==> src/rtl/qte_pkg.sv <==
`timescale 1ns / 1ps
// Package for the quaternion to Euler angle converter.
// Holds widths, fixed-point constants, the arctangent table and helper functions.
// Depends on nothing.
package qte_pkg;

  // Number of CORDIC micro-rotations; the table covers at most 24.
  localparam int CORDIC_ITERATIONS = 16;
  localparam int ANGLE_TAB_LEN = 24;
  localparam int CORDIC_STEPS =
    (CORDIC_ITERATIONS > ANGLE_TAB_LEN) ? ANGLE_TAB_LEN : CORDIC_ITERATIONS;

  // Widths: quaternion part, CORDIC input vector, CORDIC datapath, angle accumulator.
  localparam int QW = 16;
  localparam int VW = 34;
  localparam int CW = 36;
  localparam int ZW = 20;
  localparam int AW = 17;
  localparam int PW = 29;
  localparam int MW = 28;

  // Square root unit: one result bit per stage.
  localparam int SQW = 58;
  localparam int SQRT_STEPS = 29;

  // Queue between front and back.
  localparam int QUEUE_DEPTH = 4;
  localparam int QUEUE_AW = $clog2(QUEUE_DEPTH);

  localparam logic signed [VW-1:0] ONE_Q28 = VW'(64'sd268435456);
  localparam logic [SQW-1:0] ONE_Q56 = SQW'(1) << (2 * MW);
  localparam logic signed [ZW-1:0] HALF_PI_Q16 = ZW'(102944);
  localparam logic signed [AW-1:0] HALF_PI_Q13 = AW'(12868);
  localparam logic signed [AW-1:0] PI_Q13 = AW'(25736);

  // round(atan(2^-i) * 2^16)
  localparam logic signed [ZW-1:0] ATAN_TAB [ANGLE_TAB_LEN] = '{
    ZW'(51472), ZW'(30386), ZW'(16055), ZW'(8150), ZW'(4091), ZW'(2047), ZW'(1024),
    ZW'(512), ZW'(256), ZW'(128), ZW'(64), ZW'(32), ZW'(16), ZW'(8), ZW'(4), ZW'(2),
    ZW'(1), ZW'(0), ZW'(0), ZW'(0), ZW'(0), ZW'(0), ZW'(0), ZW'(0)
  };

  // One beat as it passes from the front to the back.
  typedef struct packed {
    logic signed [VW-1:0] roll_x;
    logic signed [VW-1:0] roll_y;
    logic signed [VW-1:0] yaw_x;
    logic signed [VW-1:0] yaw_y;
    logic signed [VW-1:0] pitch_y;
    logic [PW-1:0]        pitch_x;
    logic                 sat_pos;
    logic                 sat_neg;
  } qte_item_t;

  // Remainder and partial root of the digit-by-digit square root.
  typedef struct packed {
    logic [SQW-1:0] n;
    logic [SQW-1:0] res;
  } qte_sqrt_t;

  // One step of the restoring square root with trial bit bitv.
  function automatic qte_sqrt_t qte_sqrt_step(qte_sqrt_t a, logic [SQW-1:0] bitv);
    qte_sqrt_t r;
    logic [SQW-1:0] trial;
    trial = a.res + bitv;
    if (a.n >= trial) begin
      r.n = a.n - trial;
      r.res = (a.res >> 1) + bitv;
    end else begin
      r.n = a.n;
      r.res = a.res >> 1;
    end
    return r;
  endfunction

  // Symmetric clamp to +-lim.
  function automatic logic signed [AW-1:0] qte_clamp(logic signed [AW-1:0] v,
                                                     logic signed [AW-1:0] lim);
    logic signed [AW-1:0] r;
    if (v > lim) begin
      r = lim;
    end else if (v < -lim) begin
      r = -lim;
    end else begin
      r = v;
    end
    return r;
  endfunction

endpackage

==> src/rtl/qte_queue.sv <==
`timescale 1ns / 1ps
// Short queue that decouples the front from the back.
// Depends on qte_pkg.
module qte_queue
  import qte_pkg::*;
(
  input  logic      clk,
  input  logic      rst,
  input  logic      in_valid,
  input  qte_item_t in_item,
  output logic      in_ready,
  output logic      out_valid,
  output qte_item_t out_item,
  input  logic      out_ready
);

  qte_item_t mem [QUEUE_DEPTH];
  logic [QUEUE_AW-1:0] wr_ptr, rd_ptr;
  logic [QUEUE_AW:0] count;
  logic push, pop;

  assign in_ready = count != (QUEUE_AW+1)'(QUEUE_DEPTH);
  assign out_valid = count != '0;
  assign out_item = mem[rd_ptr];
  assign push = in_valid && in_ready;
  assign pop = out_valid && out_ready;

  // Storage write.
  always_ff @(posedge clk) begin
    if (push) begin
      mem[wr_ptr] <= in_item;
    end
  end

  // Pointers and fill level.
  always_ff @(posedge clk) begin
    if (rst) begin
      wr_ptr <= '0;
      rd_ptr <= '0;
      count <= '0;
    end else begin
      if (push) begin
        wr_ptr <= wr_ptr + 1'b1;
      end
      if (pop) begin
        rd_ptr <= rd_ptr + 1'b1;
      end
      if (push && !pop) begin
        count <= count + 1'b1;
      end else if (pop && !push) begin
        count <= count - 1'b1;
      end
    end
  end

`ifndef SYNTHESIS
  a_bound: assert property (@(posedge clk) disable iff (rst)
    count <= (QUEUE_AW+1)'(QUEUE_DEPTH))
    else $error("queue fill level beyond depth");
  a_drain: assert property (@(posedge clk) disable iff (rst)
    (pop && !push) |=> (count == $past(count) - 1'b1))
    else $error("queue fill level wrong after a pop");
`endif

endmodule

==> config.mk <==
export PLATFORM = sky130hd
export DESIGN_NAME = qte_queue
export DESIGN_NICKNAME = d
export VERILOG_FILES = /design/src/rtl/qte_pkg.sv /design/src/rtl/qte_queue.sv
export SDC_FILE = /design/constraint.sdc
export NUM_CORES = 1
export LEC_CHECK = 0
export BUFFER_PORTS_ARGS = -buffer_cell sky130_fd_sc_hd__buf_4
export CAP_MARGIN = 10
export CORE_MARGIN = 3
export CORE_UTILIZATION = 61
export DETAILED_ROUTE_END_ITERATION = 10
export GPL_TIMING_DRIVEN = 1
export PLACE_DENSITY = 0.81
export SYNTH_ARGS = -nofsm -noshare
export SYNTH_HDL_FRONTEND = slang
export SYNTH_SLANG_ARGS = --single-unit
==> constraint.sdc <==
create_clock -name clk -period 11.7 [get_ports clk]
set_input_delay 1.17 -clock clk [delete_from_list [all_inputs] [get_ports clk]]
set_output_delay 1.17 -clock clk [all_outputs]
set_load 0.005 [all_outputs]
# ---- After elaboration in Yosys (flattened, before gate mapping)
# Memories as Yosys holds them, arrays and structs flattened. A register that Yosys moved wholly into a read port is not among the register bits.
# Index checks and enable logic that the tools add are counted.
dict set report totals {
  regBits 7
  ram_bits 804
  input_bits 205
  output_inout_bits 203
  word_cells 23
  n_memories 1
}
dict set report op_classes {
  n_addsub 4
  n_eq_ne 1
  mux 6
  reduce_logical 8
}
# memory words word_bits rd rd_clocked_by_memory_dff write_ports line
set mem_list {}
lappend mem_list {mem 4 201 1 1 1 qte_queue.sv:17} ;# qte_item_t mem [QUEUE_DEPTH];
# op count
set op_table {}
lappend op_table {{$mux W3} 2}
lappend op_table {{$add A2 B1 Y2 const B} 2}
lappend op_table {{$logic_and A1 B1 Y1} 4}
lappend op_table {{$mux W2} 2}
lappend op_table {{$add A3 B1 Y3 const B} 1}
lappend op_table {{$ne A3 B3 Y1 const B} 1}
lappend op_table {{$reduce_bool A3 Y1} 1}
lappend op_table {{$sub A3 B1 Y3 const B} 1}
lappend op_table {{$logic_not A1 Y1} 2}
lappend op_table {{$mux W1} 2}
lappend op_table {{$reduce_bool A2 Y1} 1}

# ---- Depth between registers and ports, before layout
dict set report depth {
  ltp_word 6
  depth_mapped 8
  depth_no_buf 8
}

# ---- Least setup slack after synthesis
# Ideal clock, no wire load.
dict set report synth_path {
  path_kind {input to register}
  start {input in_valid}
  end {memory mem[0][0] in the netlist's numbering, enable pin}
  setup_time_ns 0.586
  arrival_ns 6.056
  required_time_ns 11.114
  setup_slack_ns 5.058
  cell_stages 2
  n_path_buf 0
  path_cell_list {a21boi_2 and2_1}
}
dict set report synth_via {
  elab_chain_cells 3
}
# element line
set synth_rtl {}
lappend synth_rtl {{start, declared} qte_queue.sv:9} ;# input logic in_valid,
lappend synth_rtl {{$logic_and A1 B1 Y1} qte_queue.sv:25} ;# assign push = in_valid && in_ready;
lappend synth_rtl {{$mux W1} qte_queue.sv:30} ;# if (push) begin
lappend synth_rtl {{$mux W1 (implied by the code)} qte_queue.sv:31} ;# mem[wr_ptr] <= in_item;
lappend synth_rtl {{end, declared} qte_queue.sv:17}
# No other way between the ends.

==> reports/metrics.yaml <==
htreeDepth: 3
min_period_over_period_pct: 45.5
nFillCells: 2478
hold_class: "reg -> reg"
grt_max_degree: 74
port_buffers: 407
track_usage_pct: 24.5
dr.first_iter.drc_count: 1046
first_pass_iters: 5
io_pins: 408
drc: 0
synthArstFlopShare_pct: 0
wire_per_inst_um: 27.7
maxCapViolations: 0
worstPathCellList: "buf_4 > buf_4 > mux4_2 > buf_4"
synth-edff-count: 804
synth_area_leaders: "edfxtp_1, mux4_2, buf_12"
postSynthAreaPerCell_um2: 27.0
slowest_delay_ns: 0.92
die_h_um: 227
yosysTopAreaCellShare_pct: 81.3
syn_inst: 1098
finalNonFillerCells: 2239
gr-total-overflow: 0
power.density_nw_per_um2: 221
setup_tns_ns: 0
p_switching_mw: 1.97
synth_flop_cell: "edfxtp_1"
place_area_um2: 33100
endpoint_kind: "output pin"
initial_utilization_pct: 61.9
fin_util_pct: 74.2
wl_mm: 61.9
pwr-share-comb_pct: 22.9
gp_congestion: 0.726
hold_violations: 0
fin_area_um2: 35600
critPathBufInv: 3
synth_nets: 1309
startpoint_type: "flip-flop"
finClkSkew_ns: 0.0178
dp.cells: 2092
clkPwrFrac_pct: 30.5
hpwl_mm: 36.3
leakage_nw: 11.9
rsz0062_at_grt: "no"
core-area_um2: 47900
die_area_um2: 51300
critPathTopFamily: "buffers and inverters"
swShare_pct: 25.0
ctsResizeCount: 0
power.total_mw: 7.88
grt_pass1_wl_mm: 90.9
rows: 80
antenna_found_initial: 9
grt_pass1_vias: 14277
synth.largest_area_cell: "edfxtp_1"
netlist-cell-type-count: 24
area_delta_synth_final_pct: 19.9
report.final.setup_viol: 0
route.vias.total: 13517
cts_tree: "yes"
maxSlewViolCount: 0
synth.most_common_cell: "edfxtp_1"
ys_ff_latch: 813
synth_common_cells: "edfxtp_1, mux4_2, buf_12"
clk_latency_ns: 0.60
clk_pin_slew_ns: 0.06
cts-buffers-inserted: 79
crit_fanout: 51
ant_nets: 0
nets: 1769
critPathKind: "reg -> out"
arrival_ns: 4.15
cp_data_required_time_ns: 10.53
period_needed_ns: 5.32
post_cts_buffers: 0
clock_sinks: 813
syn_area_um2: 29700
yosys_warnings: 0
slowest_stage: "buf_4"
power.internal_mw: 5.91
seq_area_frac_synth_pct: 81.9
run_status: "finished clean"
ir_drop_mv: 0.176
max_freq_mhz: 188
hold_buffers: 0
maxSlewHeadroom_pct: 28.4
clk_path_buf_depth: 3
cts-root-buf: "clkbuf_16"
worst_slew_pin_slew_ns: 1.07
cp_common_cell: "buf_4"
avgViaCountPerCell: 6.04
pwr-share-seq_pct: 46.6
dieWidth_um: 227
drive_gt1_share_pct: 45.7
==> per-stage QoR <==
stage | hold slack (ns) | setup slack (ns)
CTS | 0.549 | 6.16
detailed placement | 0.512 | 6.84
finish | 0.551 | 6.38
global placement | 0.495 | 6.81
floorplan | 0.482 | 5.06
global route | 0.567 | 5.90
==> metal layers <==
metal / track usage (%) / up-vias / share of wire (%)
met5: 0 / - / 0.10
met4: 9.72 / 12 / 3.6
met3: 9.46 / 124 / 11
met2: 39.0 / 602 / 50
met1: 30.8 / 7089 / 36
li1: - / 5690 / -
==> cells by family (layout without fill, tap and decap cells) <==
group / count (synthesis) / after routing / share of synthesized area, %
adder cells (fa/ha/maj): 6 / 6 / 0.278
other: 0 / 3 / 0
AND/OR/NAND/NOR: 17 / 17 / 0.282
flip-flops: 813 / 813 / 81.9
buffers and inverters: 49 / 572 / 1.89
AO/OA/AOI/OAI: 5 / 5 / 0.126
multiplexers: 204 / 204 / 15.4
XOR/XNOR: 4 / 4 / 0.118
==> flip-flops by register name, indices dropped and copies added (netlist names), named ones only <==
| signal | cells |
|---|---|
| count | 3 |
| wr_ptr | 2 |
| mem | 804 |
| rd_ptr | 2 |
==> cell type report <==
type | count | area (um^2) | share of cell area, %
sequential | 813 | 24300 | 68.4
clock inverter | 46 | 330 | 0.928
tap | 615 | 769 | 2.16
multi-input combinational | 236 | 4810 | 13.5
inverter | 3 | 11.3 | 0.0316
antenna | 3 | 7.51 | 0.0211
clock buffer | 98 | 2130 | 6.00
timing repair buffer | 425 | 3190 | 8.97
==> worst paths after layout <==
kind / from / to / slack (ns) / cells after the start
max: flip-flop / out_item[64] / 6.38 / 4
min: rd_ptr[1] / flip-flop / 0.55 / 2
max reg2reg: count[0] / mem[2][86] / 7.81 / 5
min reg2reg: rd_ptr[1] / flip-flop / 0.55 / 2
==> worst min-delay path: stages (launching register included) <==
cell     delay, ns
dfxtp_1       0.33
xor2_1        0.07
nor2_1        0.11
==> power by group through the flow <==
stage          Sequential (mW)  Combinational [mW]  Clock [mW]
3_5_place_dp              3.73                1.81           0
3_3_place_gp              3.71                1.79           0
4_1_cts                   3.68                1.83        2.45
2_1_floorplan             3.70                1.12           0
6_report                  3.67                1.80        2.41
5_1_grt                   3.70                1.92        2.56
==> cell usage in the layout (no fill, tap or decap), types with 3 or more instances in the layout <==
| cell | n |
|---|---|
| xor2_1 | 4 |
| bufinv_16 | 4 |
| dfxtp_1 | 7 |
| and2_4 | 4 |
| clkbuf_16 | 83 |
| clkinv_4 | 3 |
| inv_1 | 3 |
| mux4_2 | 201 |
| clkinv_1 | 23 |
| ha_1 | 5 |
| clkinv_2 | 11 |
| inv_6 | 4 |
| buf_4 | 425 |
| diode_2 | 3 |
| nor2_1 | 8 |
| edfxtp_1 | 804 |
| clkbuf_1 | 15 |
Power figures use the tool's default switching activity.
